`src/rtl/tcst_pkg.sv`:
```
// Shared types and constants for the touch contact slot tracker.
package tcst_pkg;

  localparam int SLOT_W  = 4;
  localparam int STATE_W = 2;
  localparam int HIGH_W  = 8;
  localparam int LOW_W   = 4;
  localparam int POS_W   = HIGH_W + LOW_W;
  localparam int RANK_W  = 4;

  localparam logic [SLOT_W-1:0] MAXF_RESET = 4'd10;
  localparam logic [STATE_W-1:0] ST_ABSENT = 2'd0;

  typedef struct packed {
    logic [SLOT_W-1:0]  slot_index;
    logic [STATE_W-1:0] slot_state;
    logic [HIGH_W-1:0]  x_high;
    logic [LOW_W-1:0]   x_low;
    logic [HIGH_W-1:0]  y_high;
    logic [LOW_W-1:0]   y_low;
  } in_item_t;

  typedef struct packed {
    logic [SLOT_W-1:0]  out_slot;
    logic [STATE_W-1:0] cached_state;
    logic [POS_W-1:0]   x_position;
    logic [POS_W-1:0]   y_position;
    logic               slot_active;
    logic               slot_lifted;
    logic [RANK_W-1:0]  contact_count;
    logic [RANK_W-1:0]  arrival_rank;
  } out_item_t;

  typedef struct packed {
    logic [STATE_W-1:0] state;
    logic [POS_W-1:0]   x;
    logic [POS_W-1:0]   y;
  } cache_entry_t;

endpackage

```
`src/rtl/touch_contact_slot_tracker_top.sv`:
```
// Touch contact slot tracker: per-slot contact cache and arrival-order list.
//
// One item per finger slot comes in, a report starting at slot 0, and one
// result item goes out per input item with the slot's cached state, x/y,
// active and lifted flags, the contact count and the slot's arrival rank
// (MAX_SLOTS when the slot is not listed). A single compare unit walks the
// arrival list one entry per cycle under a small sequencer, so the block
// takes one item at a time and in_ready is low while it works. An item on a
// slot other than 0 passes through accept, update and a rank scan of the list
// entries until the slot is found or the list ends. An item on slot 0
// also sweeps the lifted slots: each slot below the active limit is checked,
// and for each lifted slot the list is scanned until the slot is found and
// removed (the removal shifts the tail of the list up by one entry). The result
// sits in an output register, so the next item is accepted while it waits;
// the sequencer stalls only if a new result is ready before the last one was
// taken. The max_fingers register is written through cfg_valid/cfg_data and
// is always ready; write it only while the block is idle. Resets to 10.
module touch_contact_slot_tracker_top #(
  parameter int MAX_SLOTS = 10
) (
  input  logic                                   clk,
  input  logic                                   rst_n,
  input  logic                                   in_valid,
  output logic                                   in_ready,
  input  tcst_pkg::in_item_t                     in_data,
  output logic                                   out_valid,
  input  logic                                   out_ready,
  output tcst_pkg::out_item_t                    out_data,
  input  logic                                   cfg_valid,
  output logic                                   cfg_ready,
  input  logic [tcst_pkg::SLOT_W-1:0]            cfg_data
);

  localparam int IDX_W = (MAX_SLOTS > 1) ? $clog2(MAX_SLOTS) : 1;
  localparam int CNT_W = $clog2(MAX_SLOTS + 1);
  localparam logic [tcst_pkg::SLOT_W-1:0]   LAST_SLOT = tcst_pkg::SLOT_W'(MAX_SLOTS - 1);
  localparam logic [tcst_pkg::SLOT_W:0]     SLOT_LIM  = (tcst_pkg::SLOT_W + 1)'(MAX_SLOTS);
  localparam logic [CNT_W-1:0]              CNT_FULL  = CNT_W'(MAX_SLOTS);
  localparam logic [tcst_pkg::RANK_W-1:0]   NO_RANK   = tcst_pkg::RANK_W'(MAX_SLOTS);

  // One-hot sequencer: idle, sweep select, sweep scan, update, rank scan.
  typedef enum logic [4:0] {
    ST_IDLE = 5'b00001,
    ST_SEL  = 5'b00010,
    ST_SCAN = 5'b00100,
    ST_UPD  = 5'b01000,
    ST_RANK = 5'b10000
  } fsm_t;

  fsm_t                              state_r, state_nxt;
  tcst_pkg::in_item_t                item_r, item_nxt;
  logic                              range_r, range_nxt;
  logic [tcst_pkg::SLOT_W-1:0]       i_r, i_nxt;
  logic [CNT_W-1:0]                  j_r, j_nxt;
  logic [CNT_W-1:0]                  cnt_r, cnt_nxt;
  logic [MAX_SLOTS-1:0]              valid_r, valid_nxt;
  logic [MAX_SLOTS-1:0]              dirty_r, dirty_nxt;
  logic [tcst_pkg::SLOT_W-1:0]       order_r   [MAX_SLOTS];
  logic [tcst_pkg::SLOT_W-1:0]       order_nxt [MAX_SLOTS];
  tcst_pkg::cache_entry_t            cache_r   [MAX_SLOTS];
  tcst_pkg::cache_entry_t            cache_nxt [MAX_SLOTS];
  logic [tcst_pkg::SLOT_W-1:0]       maxf_r, maxf_nxt;
  logic                              out_valid_r, out_valid_nxt;
  tcst_pkg::out_item_t               out_r, out_nxt;

  logic [tcst_pkg::SLOT_W-1:0]       maxf_m1;
  logic [tcst_pkg::SLOT_W-1:0]       lim_last;
  logic                              in_slot_ok;
  logic                              slot_lt_max;
  logic [IDX_W-1:0]                  i_idx;
  logic [IDX_W-1:0]                  j_idx;
  logic [IDX_W-1:0]                  s_idx;
  logic [tcst_pkg::SLOT_W-1:0]       list_rd;
  logic [tcst_pkg::SLOT_W-1:0]       target;
  logic                              hit;
  logic                              scan_end;
  logic                              last_sweep;

  assign maxf_m1     = maxf_r - 4'd1;
  assign lim_last    = (maxf_m1 < LAST_SLOT) ? maxf_m1 : LAST_SLOT;
  assign in_slot_ok  = (in_data.slot_index < maxf_r) && ({1'b0, in_data.slot_index} < SLOT_LIM);
  assign slot_lt_max = {1'b0, item_r.slot_index} < SLOT_LIM;
  assign i_idx       = i_r[IDX_W-1:0];
  assign j_idx       = j_r[IDX_W-1:0];
  assign s_idx       = item_r.slot_index[IDX_W-1:0];
  assign last_sweep  = (i_r == lim_last);

  // Shared compare unit: one list entry per cycle against the sweep slot or
  // the item's own slot.
  assign list_rd  = order_r[j_idx];
  assign target   = (state_r == ST_SCAN) ? i_r : item_r.slot_index;
  assign hit      = (list_rd == target);
  assign scan_end = (j_r == cnt_r);

  assign in_ready  = (state_r == ST_IDLE);
  assign out_valid = out_valid_r;
  assign out_data  = out_r;
  assign cfg_ready = 1'b1;

  always_comb begin
    state_nxt     = state_r;
    item_nxt      = item_r;
    range_nxt     = range_r;
    i_nxt         = i_r;
    j_nxt         = j_r;
    cnt_nxt       = cnt_r;
    valid_nxt     = valid_r;
    dirty_nxt     = dirty_r;
    order_nxt     = order_r;
    cache_nxt     = cache_r;
    maxf_nxt      = maxf_r;
    out_valid_nxt = out_valid_r;
    out_nxt       = out_r;

    if (cfg_valid) begin
      maxf_nxt = cfg_data;
    end
    // Drop the held result once it is taken.
    if (out_valid_r && out_ready) begin
      out_valid_nxt = 1'b0;
    end

    case (state_r)
      ST_IDLE: begin
        if (in_valid) begin
          item_nxt  = in_data;
          range_nxt = in_slot_ok;
          i_nxt     = '0;
          if (in_slot_ok && (in_data.slot_index == '0)) begin
            state_nxt = ST_SEL;
          end else begin
            state_nxt = ST_UPD;
          end
        end
      end

      ST_SEL: begin
        if (dirty_r[i_idx]) begin
          j_nxt     = '0;
          state_nxt = ST_SCAN;
        end else if (last_sweep) begin
          state_nxt = ST_UPD;
        end else begin
          i_nxt = i_r + 4'd1;
        end
      end

      ST_SCAN: begin
        if (scan_end || hit) begin
          if (!scan_end) begin
            // Remove the entry: every later entry moves up by one.
            for (int k = 0; k < MAX_SLOTS - 1; k++) begin
              if (CNT_W'(k) >= j_r) begin
                order_nxt[k] = order_r[k+1];
              end
            end
            cnt_nxt = cnt_r - CNT_W'(1);
          end
          dirty_nxt[i_idx] = 1'b0;
          if (last_sweep) begin
            state_nxt = ST_UPD;
          end else begin
            i_nxt     = i_r + 4'd1;
            state_nxt = ST_SEL;
          end
        end else begin
          j_nxt = j_r + CNT_W'(1);
        end
      end

      ST_UPD: begin
        j_nxt     = '0;
        state_nxt = ST_RANK;
        if (range_r) begin
          if ((item_r.slot_state != tcst_pkg::ST_ABSENT) && !valid_r[s_idx]) begin
            valid_nxt[s_idx] = 1'b1;
            if (cnt_r != CNT_FULL) begin
              order_nxt[cnt_r[IDX_W-1:0]] = item_r.slot_index;
              cnt_nxt = cnt_r + CNT_W'(1);
            end
          end
          if (valid_r[s_idx] || (item_r.slot_state != tcst_pkg::ST_ABSENT)) begin
            cache_nxt[s_idx].state = item_r.slot_state;
            cache_nxt[s_idx].x     = {item_r.x_high, item_r.x_low};
            cache_nxt[s_idx].y     = {item_r.y_high, item_r.y_low};
            if (item_r.slot_state == tcst_pkg::ST_ABSENT) begin
              dirty_nxt[s_idx] = 1'b1;
              valid_nxt[s_idx] = 1'b0;
            end
          end
        end
      end

      ST_RANK: begin
        if (scan_end || hit) begin
          // Hold here while the output register is still full.
          if (!out_valid_r || out_ready) begin
            out_nxt.out_slot      = item_r.slot_index;
            out_nxt.contact_count = tcst_pkg::RANK_W'(cnt_r);
            out_nxt.arrival_rank  = scan_end ? NO_RANK : tcst_pkg::RANK_W'(j_r);
            if (slot_lt_max) begin
              out_nxt.cached_state = cache_r[s_idx].state;
              out_nxt.x_position   = cache_r[s_idx].x;
              out_nxt.y_position   = cache_r[s_idx].y;
              out_nxt.slot_active  = valid_r[s_idx];
              out_nxt.slot_lifted  = dirty_r[s_idx];
            end else begin
              out_nxt.cached_state = '0;
              out_nxt.x_position   = '0;
              out_nxt.y_position   = '0;
              out_nxt.slot_active  = 1'b0;
              out_nxt.slot_lifted  = 1'b0;
            end
            out_valid_nxt = 1'b1;
            state_nxt     = ST_IDLE;
          end
        end else begin
          j_nxt = j_r + CNT_W'(1);
        end
      end

      default: begin
        state_nxt = ST_IDLE;
      end
    endcase
  end

  always_ff @(posedge clk) begin
    if (!rst_n) begin
      state_r     <= ST_IDLE;
      cnt_r       <= '0;
      valid_r     <= '0;
      dirty_r     <= '0;
      maxf_r      <= tcst_pkg::MAXF_RESET;
      out_valid_r <= 1'b0;
      for (int k = 0; k < MAX_SLOTS; k++) begin
        cache_r[k] <= '0;
      end
    end else begin
      state_r     <= state_nxt;
      cnt_r       <= cnt_nxt;
      valid_r     <= valid_nxt;
      dirty_r     <= dirty_nxt;
      maxf_r      <= maxf_nxt;
      out_valid_r <= out_valid_nxt;
      cache_r     <= cache_nxt;
    end
  end

  always_ff @(posedge clk) begin
    item_r  <= item_nxt;
    range_r <= range_nxt;
    i_r     <= i_nxt;
    j_r     <= j_nxt;
    order_r <= order_nxt;
    out_r   <= out_nxt;
  end

  // The list never holds more entries than there are slots.
  a_cnt_bound: assert property (@(posedge clk) disable iff (!rst_n)
    cnt_r <= CNT_FULL)
    else $error("contact count beyond slot count");

  // The lifted-slot sweep runs only for a slot-0 item.
  a_sweep_slot0: assert property (@(posedge clk) disable iff (!rst_n)
    (state_r == ST_SEL || state_r == ST_SCAN) |-> (item_r.slot_index == '0))
    else $error("sweep running for a slot other than 0");

  // A list scan during the sweep is only for a lifted slot.
  a_scan_dirty: assert property (@(posedge clk) disable iff (!rst_n)
    (state_r == ST_SCAN) |-> dirty_r[i_idx])
    else $error("sweep scan for a slot that is not lifted");

  // The count moves only in the removal scan or the update step.
  a_cnt_hold: assert property (@(posedge clk) disable iff (!rst_n)
    (state_r == ST_IDLE || state_r == ST_SEL || state_r == ST_RANK) |=> $stable(cnt_r))
    else $error("contact count changed outside update or sweep");

endmodule

```
`config.mk`:
```
export PLATFORM = sky130hd
export DESIGN_NAME = touch_contact_slot_tracker_top
export DESIGN_NICKNAME = d
export VERILOG_FILES = /design/src/rtl/tcst_pkg.sv /design/src/rtl/touch_contact_slot_tracker_top.sv
export SDC_FILE = /design/constraint.sdc
export NUM_CORES = 1
export LEC_CHECK = 0
export BUFFER_PORTS_ARGS = -buffer_cell sky130_fd_sc_hd__buf_2
export CAP_MARGIN = 10
export CORE_MARGIN = 2
export CORE_UTILIZATION = 50
export CTS_CLUSTER_DIAMETER = 80
export DETAILED_ROUTE_END_ITERATION = 12
export PLACE_DENSITY = 0.67
export SLEW_MARGIN = 15
export SYNTH_ARGS = -nofsm -noshare
export SYNTH_HDL_FRONTEND = slang
export SYNTH_SLANG_ARGS = --single-unit
```
`constraint.sdc`:
```
create_clock -name clk -period 7.4 [get_ports clk]
set_clock_uncertainty 0.1 [all_clocks]
set_input_delay 0.37 -clock clk [delete_from_list [all_inputs] [get_ports clk]]
set_output_delay 0.37 -clock clk [all_outputs]
set_load 0.05 [all_outputs]
```
Yosys cells after proc, flatten, opt, wreduce, memory -nomap -nowiden
Index checks and enable logic that the tools add are counted.
- register bits after elaboration: 413
- output and inout bits: 43
- add/sub/neg operators: 5
- magnitude comparators: 22
- eq/ne operators: 32
- muxes and demuxes: 82
- bitwise logic cells: 9
- reduce and logical (&&, ||, !) cells: 39
- operators with widths (cell ; number):
    260-bit bitwise mux ; 3
    26-bit demux with 4-bit select ; 3
    40-bit 2-to-1 mux ; 3
    4-bit 2-to-1 mux ; 27
    26-bit binary-select mux with 4-bit select ; 1
    10-bit 2-to-1 mux ; 9
    26-bit 2-to-1 mux ; 3
    36-bit 2-to-1 mux ; 2
    36-bit case mux with 2 select lines ; 1
    7-bit AND reduction ; 9
    40-bit bitwise mux ; 1
    5-bit 2-to-1 mux ; 6
    5-bit case mux with 5 select lines ; 1
    24-bit 2-to-1 mux ; 1
    2-bit inequality test, second input constant ; 12
    4-bit case mux with 3 select lines ; 2
    10-bit bitwise AND ; 2
    2-bit by 1-bit inequality test with 1-bit output, second input constant ; 10
    10-bit NOT ; 2
    10-bit bitwise OR ; 2
    10-bit case mux with 2 select lines ; 1
    4-bit binary-select mux with 4-bit select ; 1
    4-bit demux with 4-bit select ; 1
    3-bit by 4-bit greater-or-equal comparator with 1-bit output, first input constant ; 4
    38 further kinds ; 82

Longest topological paths before layout
Gate-level depths: netlist (run 1).
- depth after elaboration: 11
- depth in mapped cells: 12
- mapped depth without buffers: 10

Worst setup path after synthesis (run 1)
OpenSTA, ideal clock, no wires.
- kind: flip-flop to flip-flop
- start point: register j_r[0], in the netlist j_idx[0]
- end point: register out_r (netlist bit out_data[0]) (enable)
- arrival: 4.561 ns
- required time: 6.813 ns
- setup slack: 2.253 ns
- cell stages (with the launch flop): 7
- period minus slack after synthesis: 5.147 ns
- cells stage by stage: edfxtp_1 -> buf_4 -> mux4_2 -> a211oi_1 -> xnor2_1 -> a41oi_2 -> nor3_1
- cells in the longest elaborated chain, start to end: 7
- elaborated cells on any way between the ends: 8
- those cells by class: eq/ne: 2; mux: 3; bitwise: 1; reduce/logical: 2
- RTL lines (item ; line ; text):
    from (decl) ; touch_contact_slot_tracker_top.sv:54 ; logic [CNT_W-1:0] j_r, j_nxt;
    from (signal assigned) ; touch_contact_slot_tracker_top.sv:254 ; j_r <= j_nxt;
    4-bit NOT with 5-bit output (not written as such) ; touch_contact_slot_tracker_top.sv:90 ; assign list_rd = order_r[j_idx];
    4-bit binary-select mux with 4-bit select ; touch_contact_slot_tracker_top.sv:90 ;
    4-bit 2-to-1 mux (not written as such) (2 in a row) ; touch_contact_slot_tracker_top.sv:90 ;
    4-bit equality test ; touch_contact_slot_tracker_top.sv:92 ; assign hit = (list_rd == target);
    1-bit logical OR * ; touch_contact_slot_tracker_top.sv:195 ; if (scan_end || hit) begin
    3-bit AND reduction (no source line) * ; n/a ;
    to (signal assigned) ; touch_contact_slot_tracker_top.sv:256 ; out_r <= out_nxt;
    to (decl) ; touch_contact_slot_tracker_top.sv:64 ; tcst_pkg::out_item_t out_r, out_nxt;
Every way passes the cells marked *; elsewhere a longest branch is shown, timed or not. The select of a mux whose other input is x is not followed.
A chain may end at the register's enable or synchronous reset.

Worst setup path after layout (run 1)
- start point: register item_r (netlist bit s_idx[0])
- end point: register cache_r[27] (netlist name)
- cells in the longest elaborated chain, start to end: 6
- elaborated cells on any way between the ends: 15
- those cells by class: order compare: 2; mux: 9; bitwise: 1; reduce/logical: 3
- RTL lines (item ; line ; text):
    from (decl) ; touch_contact_slot_tracker_top.sv:51 ; tcst_pkg::in_item_t item_r, item_nxt;
    from (signal assigned) ; touch_contact_slot_tracker_top.sv:251 ; item_r <= item_nxt;
    4-bit NOT with 5-bit output (not written as such) ; touch_contact_slot_tracker_top.sv:183, touch_contact_slot_tracker_top.sv:184, touch_contact_slot_tracker_top.sv:185 ;
    5-bit greater-or-equal comparator (not written as such) / 5-bit by 1-bit less-than comparator with 1-bit output (equally long branches) ; touch_contact_slot_tracker_top.sv:185 ; cache_nxt[s_idx].y = {item_r.y_high, item_r.y_low};
    1-bit logical AND (not written as such) ; touch_contact_slot_tracker_top.sv:185 ;
    12-bit 2-to-1 mux (not written as such) ; touch_contact_slot_tracker_top.sv:185 ;
    26-bit demux with 4-bit select ; touch_contact_slot_tracker_top.sv:185 ;
    260-bit bitwise mux ; touch_contact_slot_tracker_top.sv:185 ;
    to (signal assigned) ; touch_contact_slot_tracker_top.sv:246 ; cache_r <= cache_nxt;
    to (decl) ; touch_contact_slot_tracker_top.sv:60 ; tcst_pkg::cache_entry_t cache_r [MAX_SLOTS];
Parallel ways exist; a longest one is shown, timed or not. The select of a mux whose other input is x is not followed.

==> results of run 1 <==
## path summary, 6_finish.rpt
kind / endpoint / slack [ns] / cells past startpoint
max reg2reg: cache_r[27]$_SDFFE_PN0P_ / 3.38 / 9
min reg2reg: cache_r[84]$_SDFFE_PN0P_ / 0.35 / 2
min: maxf_r[1]$_SDFFE_PN1P_ / 0.04 / 2
max: cache_r[27]$_SDFFE_PN0P_ / 3.38 / 9
## logic make-up (layout without fill, tap and decap cells)
| kind of cell | Yosys count | in the layout | synth area share (%) |
|---|---|---|---|
| XOR/XNOR | 15 | 15 | 0.691 |
| flip-flops | 413 | 413 | 49.8 |
| multiplexers | 135 | 135 | 11.3 |
| buffers and inverters | 182 | 243 | 4.36 |
| adder cells (fa/ha/maj) | 15 | 15 | 1.03 |
| AND/OR/NAND/NOR | 711 | 711 | 16.5 |
| AO/OA/AOI/OAI | 430 | 430 | 16.4 |
| other | 1 | 1 | 0.0197 |
## placed cells by master (no fill, tap or decap), types with 22 or more instances in the layout
| cell | Yosys | layout |
|---|---|---|
| dlygate4sd3_1 | 0 | 36 |
| nand2_1 | 499 | 499 |
| nor2_1 | 54 | 46 |
| clkbuf_16 | 0 | 48 |
| nand3_1 | 40 | 40 |
| mux4_2 | 63 | 63 |
| mux2i_1 | 70 | 70 |
| buf_2 | 27 | 79 |
| o21ai_0 | 65 | 65 |
| nor2b_1 | 37 | 37 |
| a21oi_1 | 22 | 22 |
| edfxtp_1 | 119 | 119 |
| a21boi_1 | 160 | 160 |
| a22oi_1 | 32 | 32 |
| a21boi_0 | 75 | 75 |
| dfxtp_1 | 294 | 294 |
## cells in the mapped netlist, types with 14 or more instances
library cell | count | area, um^2
ha_1 | 14 | 175
nor2_1 | 54 | 203
edfxtp_1 | 119 | 3570
a21oi_1 | 22 | 110
a21boi_0 | 75 | 563
nand2_1 | 499 | 1870
nor3_1 | 18 | 90.1
nand3_1 | 40 | 200
a22o_1 | 14 | 123
clkbuf_1 | 97 | 364
mux2i_1 | 70 | 701
buf_2 | 27 | 135
nand2b_1 | 14 | 87.6
buf_1 | 19 | 71.3
dfxtp_1 | 294 | 5890
a22oi_1 | 32 | 240
o21ai_0 | 65 | 325
a21boi_1 | 160 | 1200
inv_1 | 20 | 75.1
mux4_2 | 63 | 1420
nor2b_1 | 37 | 231
## sequential cells by signal, indices dropped and copies added, names as in the netlist, 4 cells and up
| name | flops |
|---|---|
| cache_r | 260 |
| order_r | 40 |
| out_data | 40 |
| item_r | 26 |
| dirty_r | 10 |
| valid_r | 10 |
| state_r | 5 |
| cnt_r | 4 |
| i_idx | 4 |
| j_idx | 4 |
| maxf_r | 4 |
| s_idx | 4 |
## power by group through the flow
| stage | registers [W] | logic, W | clock network [W] |
|---|---|---|---|
| floorplan | 0.00252 | 0.000716 | 0 |
| global placement | 0.00268 | 0.000816 | 0 |
| detailed placement | 0.00268 | 0.000826 | 0 |
| CTS | 0.00263 | 0.000843 | 0.00237 |
| global route | 0.00265 | 0.000908 | 0.00247 |
| finish | 0.00264 | 0.000844 | 0.00234 |
## stage by stage
| stage | utilization [%] | setup WS, ns |
|---|---|---|
| 2_1_floorplan | - | 2.25 |
| 3_3_place_gp | 52.0 | 3.45 |
| 3_5_place_dp | 52.0 | 3.35 |
| 4_1_cts | 57.1 | 3.33 |
| 5_1_grt | 57.1 | 3.05 |
| 6_report | 57.1 | 3.38 |
## area by class of cell
class                           count  area, um^2
Clock inverter                     27         248
Clock buffer                       59        1310
Timing Repair Buffer              136         917
Multi-Input combinational cell   1307        8800
Fill cell                        3208       16100
Tap cell                          511         639
Sequential cell                   413        9460
Inverter                           21        78.8
## per-layer routing
layer / up-vias / global-route usage [%] / wire (um)
li1: 6725 / - / -
met1: 7005 / 34.1 / 21700
met2: 438 / 43.0 / 23700
met3: 101 / 4.36 / 2970
met4: 0 / 8.65 / 1460
met5: - / 0 / 0
==> reports/results.tsv, run 1 <==
metric	value	unit
min-delay worst type	in2reg	
Pint	0.00413	W
Critical Path Fanout Max	48	
later-pin clock latency in the skew report	0.58	ns
Async S/R FF share, synth	0	%
Post-Syn Area	0.0190	mm^2
Setup TNS	0	ns
Root Driver	clkbuf_16	
GRT overflow	0	
Seq pwr share	45.3	%
#FFs+latches synth	413	
ordered cell list for the critical path	buf_4 > mux2_2 > a22oi_1 > o21ai_2 > o311a_2 > buf_4 > nand2_2 > nand2_1 > a21boi_0	
Max IR drop VDD	0.211	mV
clock buffer depth	3	
clock power share	40.2	%
Crit Path Class	reg2reg	
worst reg2reg startpoint	s_idx[0]$_DFFE_PP_	
critical path data arrival time	4.38	ns
worst endpoint required time	7.76	ns
GRT Overall Usage	25.8	%
status	complete, no violations	
input/output buffers	80	
CTS tree	done	
Ys Warns	0	
maximum number of pins on one net before global-route repair	134	
DR DRC count	0	
number of synthesized flops with an enable pin	119	
Crit-path slowest cell	buf_4	
vias in the first global route	14194	
power share of the combinational group	14.5	%
Clock Sinks	413	
Hold Slack	0.0428	ns
Leak Pwr	7.44	nW
final wirelength	49800	um
Initial Util	50.6	%
startpoint types	flip-flop	
final instance area	0.0215	mm^2
Tot Pwr	0.00582	W
DIE AREA	0.0396	mm^2
most used cell, CP	buf_4	
Unique masters post-synth	74	
Slew @ Worst Pin	1.11	ns
via/cell ratio	5.77	
Die Span Y	199	um
first-pass GRT wire length	79000	um
dpl cell area	0.0195	mm^2
Period minus WS final	4.02	ns
H-tree depth	2	
Core Area	0.0376	mm^2
final hold violation count	0	
crit path from	s_idx[0]$_DFFE_PP_	
relative slew slack	26.0	%
antenna cells	0	
dpl cells	2352	
hold_sp	cfg_valid	
Peak Freq	249	MHz
CP max stage delay	0.72	ns
Num CTS Buffers	46	
post-route ant nets	0	
Top Ports	82	
cell family with most CP delay	compound AO/OA/AOI/OAI gates	
GPL Wtd Cong	0.841	
drt first pass iters	5	
wire length per cell	20.1	um
initial DRC count	1200	
Max Cap Violations	0	
nets	1979	
initial antenna violation count	0	
Vias	14269	
fin cells	2474	
P per Cell Area	271	mW/mm^2
Synth Instances	1902	
cts repair resizes	0	
Buf/Inv on CP	2	
row count	71	
layout cell share with drive strength beyond 1	14.0	%
post-CTS setup buffer count	0	
Hold Buf Count CTS	36	
Die X	199	um
Worst-path clk slew	0.06	ns
Psw	0.00169	W
DP Wirelength	29200	um
Critical Path End Type	flip-flop	
synthesized area per cell	9.99	um^2
RSZ-0062 raised after global routing	false	
crit share post-route	54.3	%
Seq/Total Area, Yosys	49.8	%
Mapped Nets	1956	
Slew Viols, Final	0	
top_reg_cell synth	dfxtp_1	
Area Overhead vs Synth	12.9	%
Switching Fraction	29.1	%
final-report setup violation count	0	
Note: power is estimated with default switching activity, not from simulation.
==> inputs of run 2 (changes only) <==
--- a/config.mk
+++ b/config.mk
@@ -5,13 +5,14 @@
 export SDC_FILE = /design/constraint.sdc
 export NUM_CORES = 1
 export LEC_CHECK = 0
+export ABC_AREA = 1
 export BUFFER_PORTS_ARGS = -buffer_cell sky130_fd_sc_hd__buf_2
 export CAP_MARGIN = 10
 export CORE_MARGIN = 2
 export CORE_UTILIZATION = 50
 export CTS_CLUSTER_DIAMETER = 80
 export DETAILED_ROUTE_END_ITERATION = 12
-export PLACE_DENSITY = 0.67
+export PLACE_DENSITY = 0.7
 export SLEW_MARGIN = 15
 export SYNTH_ARGS = -nofsm -noshare
 export SYNTH_HDL_FRONTEND = slang
==> constraint.sdc (replaced) <==
create_clock -name clk -period 3.6 [get_ports clk]
set_clock_uncertainty 0.1 [all_clocks]
set_input_delay 0.18 -clock clk [delete_from_list [all_inputs] [get_ports clk]]
set_output_delay 0.18 -clock clk [all_outputs]
set_load 0.05 [all_outputs]
==> reports/results.tsv, run 2 <==
metric	value	unit	change
vias in the first global route	15582		+9.8%
H-tree depth	2		unchanged
Die X	195	um	-2.2%
Synth top cells by count	nand2_1, dfxtp_1, o21ai_0		
Crit-path slowest cell	a211oi_1		
Crit Path Class	reg2reg		
row count	69		-2.8%
crit share post-route	93.1	%	+39 points
Vias	16242		+14%
DR DRC count	0		unchanged
fin cells	2816		+14%
mux cell area share after synthesis	0	%	-11 points
Top Ports	82		unchanged
maximum number of pins on one net before global-route repair	174		+30%
Top reg by flops	cache_r		
Setup TNS	0	ns	unchanged
status	complete, no violations		
fin worst setup slack	0.249	ns	-3.13 ns
Die Span Y	195	um	-2.2%
top_reg_cell synth	dfxtp_1		
Async S/R FF share, synth	0	%	unchanged
dpl cell area	0.0189	mm^2	-3.3%
Post-Syn Area	0.0182	mm^2	-4.3%
Initial Util	51.0	%	+0.41 points
later-pin clock latency in the skew report	0.56	ns	-0.02 ns
Slew @ Worst Pin	0.958	ns	-0.152 ns
Unique masters post-synth	45		-39%
Slew Viols, Final	0		unchanged
nets	2374		+20%
Seq/Total Area, Yosys	52.0	%	+2.3 points
post-route ant nets	0		unchanged
drt first pass iters	5		unchanged
initial antenna violation count	0		unchanged
largest area contributor in the synthesized netlist	dfxtp_1		
Root Driver	clkbuf_16		
Mapped Nets	2321		+19%
ordered cell list for the critical path	inv_1 > nor2_1 > nand2_4 > inv_4 > a22oi_2 > nand4_1 > nand2_1 > nand2_1 > nor2_1 > nand3_1 > a211oi_1		
Period minus WS final	3.35	ns	-0.670 ns
first-pass GRT wire length	84900	um	+7.5%
Critical Path End Type	flip-flop		
GPL Wtd Cong	0.886		+5.4%
layout cell share with drive strength beyond 1	9.85	%	-4.2 points
most frequent cells in the layout	nand2_1, dfxtp_1, o21ai_0, inv_1, nor2_1		
final-report setup violation count	0		unchanged
final hold violation count	0		unchanged
Hold Slack	0.169	ns	+0.126 ns
Max IR drop VDD	0.374	mV	+77%
DP Wirelength	33000	um	+13%
initial DRC count	1425		+19%
via/cell ratio	5.77		about the same
number of synthesized flops with an enable pin	119		unchanged
Peak Freq	298	MHz	+20%
pre-CTS setup slack	0.248	ns	-3.10 ns
adder-cell share of the synthesized area	1.07	%	+0.047 points
wire length per cell	19.0	um	-5.8%
relative slew slack	36.1	%	+10 points
critical path data arrival time	3.43	ns	-0.95 ns
DIE AREA	0.0379	mm^2	-4.3%
RSZ-0062 raised after global routing	true		
worst endpoint required time	3.68	ns	-4.08 ns
GRT Overall Usage	28.1	%	+2.3 points
most frequent cell after synthesis	nand2_1		
most common cell after layout, fill and taps aside	nand2_1		
CTS tree	done		
clock buffer depth	3		unchanged
synthesized area per cell	8.02	um^2	-20%
Core Area	0.0357	mm^2	-5.1%
Leak Pwr	7.93	nW	+6.6%
final wirelength	53400	um	+7.2%
input/output buffers	80		unchanged
Area Overhead vs Synth	14.2	%	
Synth Instances	2267		+19%
Clock Sinks	413		unchanged
max reg flops	260		unchanged
Num CTS Buffers	45		-2.2%
Worst-path clk slew	0.06	ns	about the same
startpoint types	flip-flop		
P per Cell Area	576	mW/mm^2	+110%
dpl cells	2690		+14%
#FFs+latches synth	413		unchanged
min-delay worst type	in2reg		
Max Cap Violations	0		unchanged
Synth area leaders	dfxtp_1, edfxtp_1, o21ai_0		
GRT overflow	0		unchanged
Compound-Gate Fraction of Synth Area	21.0	%	+4.6 points
Critical Path Fanout Max	9		-81%
post-synthesis simple-gate area fraction	16.1	%	-0.40 points
main combinational cell family by area after synthesis	compound AO/OA/AOI/OAI gates		
antenna cells	0		unchanged
xor and xnor area share after synthesis	0.482	%	-0.21 points
final instance area	0.0208	mm^2	-3.2%
Ys Warns	0		unchanged
CP max stage delay	0.58	ns	-0.14 ns
Synth top area share	32.4	%	+1.4 points
## run 2: cell count changes after synthesis, sizes merged, moves of 52 or more
cell,change
o22ai,+58
nand2,-188
a21boi,-235
nand3,+52
mux2i,-70
o21ai,+229
mux4,-63
a21oi,+194
nor2,+206
inv,+252
## run 2: power by group
part,total [W],internal [W],switching (W),leakage [nW]
logic,0.00206,0.000530,0.00153,3.76
registers,0.00546,0.00510,0.000356,3.47
clock network,0.00443,0.00256,0.00187,0.697
## run 2: kinds of logic after synthesis
family | Yosys count
flops | 413
simple gates | 711
compound gates | 681
other cells | 1
fa+ha+maj | 15
buf+inv | 436
xor+xnor | 10
## run 2: critical path, delay by kind of cell, from the launching register on
kind                   cells  cell delay (ns)
and+or+nand+nor            7             1.15
AOI/OAI and AO/OA          2             0.79
DFF                        1             0.56
buffers and inverters      2             0.37
## run 2: final timing paths
check	startpoint	to	slack (ns)	depth (start not counted)
worst max-delay path	s_idx[3]$_DFFE_PP_	order_r[10]$_DFFE_PP_	0.25	11
worst min register to register	cache_r[134]$_SDFFE_PN0P_	cache_r[134]$_SDFFE_PN0P_	0.35	2
worst min-delay path	rst_n	state_r[0]$_SDFFE_PN1P_	0.17	3
worst max register to register	s_idx[3]$_DFFE_PP_	order_r[10]$_DFFE_PP_	0.25	11
## run 2: layer usage
| layer | global-route usage (%) | share of wire (%) | up-vias |
|---|---|---|---|
| li1 | - | - | 7728 |
| met1 | 37.3 | 42 | 7635 |
| met2 | 47.1 | 47 | 752 |
| met3 | 4.25 | 7.8 | 127 |
| met4 | 9.09 | 2.9 | 0 |
| met5 | 0 | 0 | - |
## run 2: area by class of cell
class                   count  area (um^2)
fillers                  3216        14900
well taps                 461          577
flip-flops and latches    413         9460
clock inverters            14          133
clock buffers              68         1280
multi-input cells        1418         7080
repair buffers            168         1200
inverters                 274         1030
## run 2: stage by stage
| stage | util [%] | total power (W) |
|---|---|---|
| 2_1_floorplan | - | 0.00674 |
| 3_3_place_gp | 53.0 | 0.00748 |
| 3_5_place_dp | 53.0 | 0.00752 |
| 4_1_cts | 58.2 | 0.0120 |
| 5_1_grt | 58.2 | 0.0124 |
| 6_report | 58.2 | 0.0119 |
## run 2: repair_timing
| item | 4_1_cts | 5_1_grt |
|---|---|---|
| resized for setup | 0 | 3 |
| hold endpoints to repair | 37 | 0 |
| endpoints found under the setup margin | 0 | 8 |
| buffers inserted | 0 | 0 |
| hold buffers | 44 | 0 |
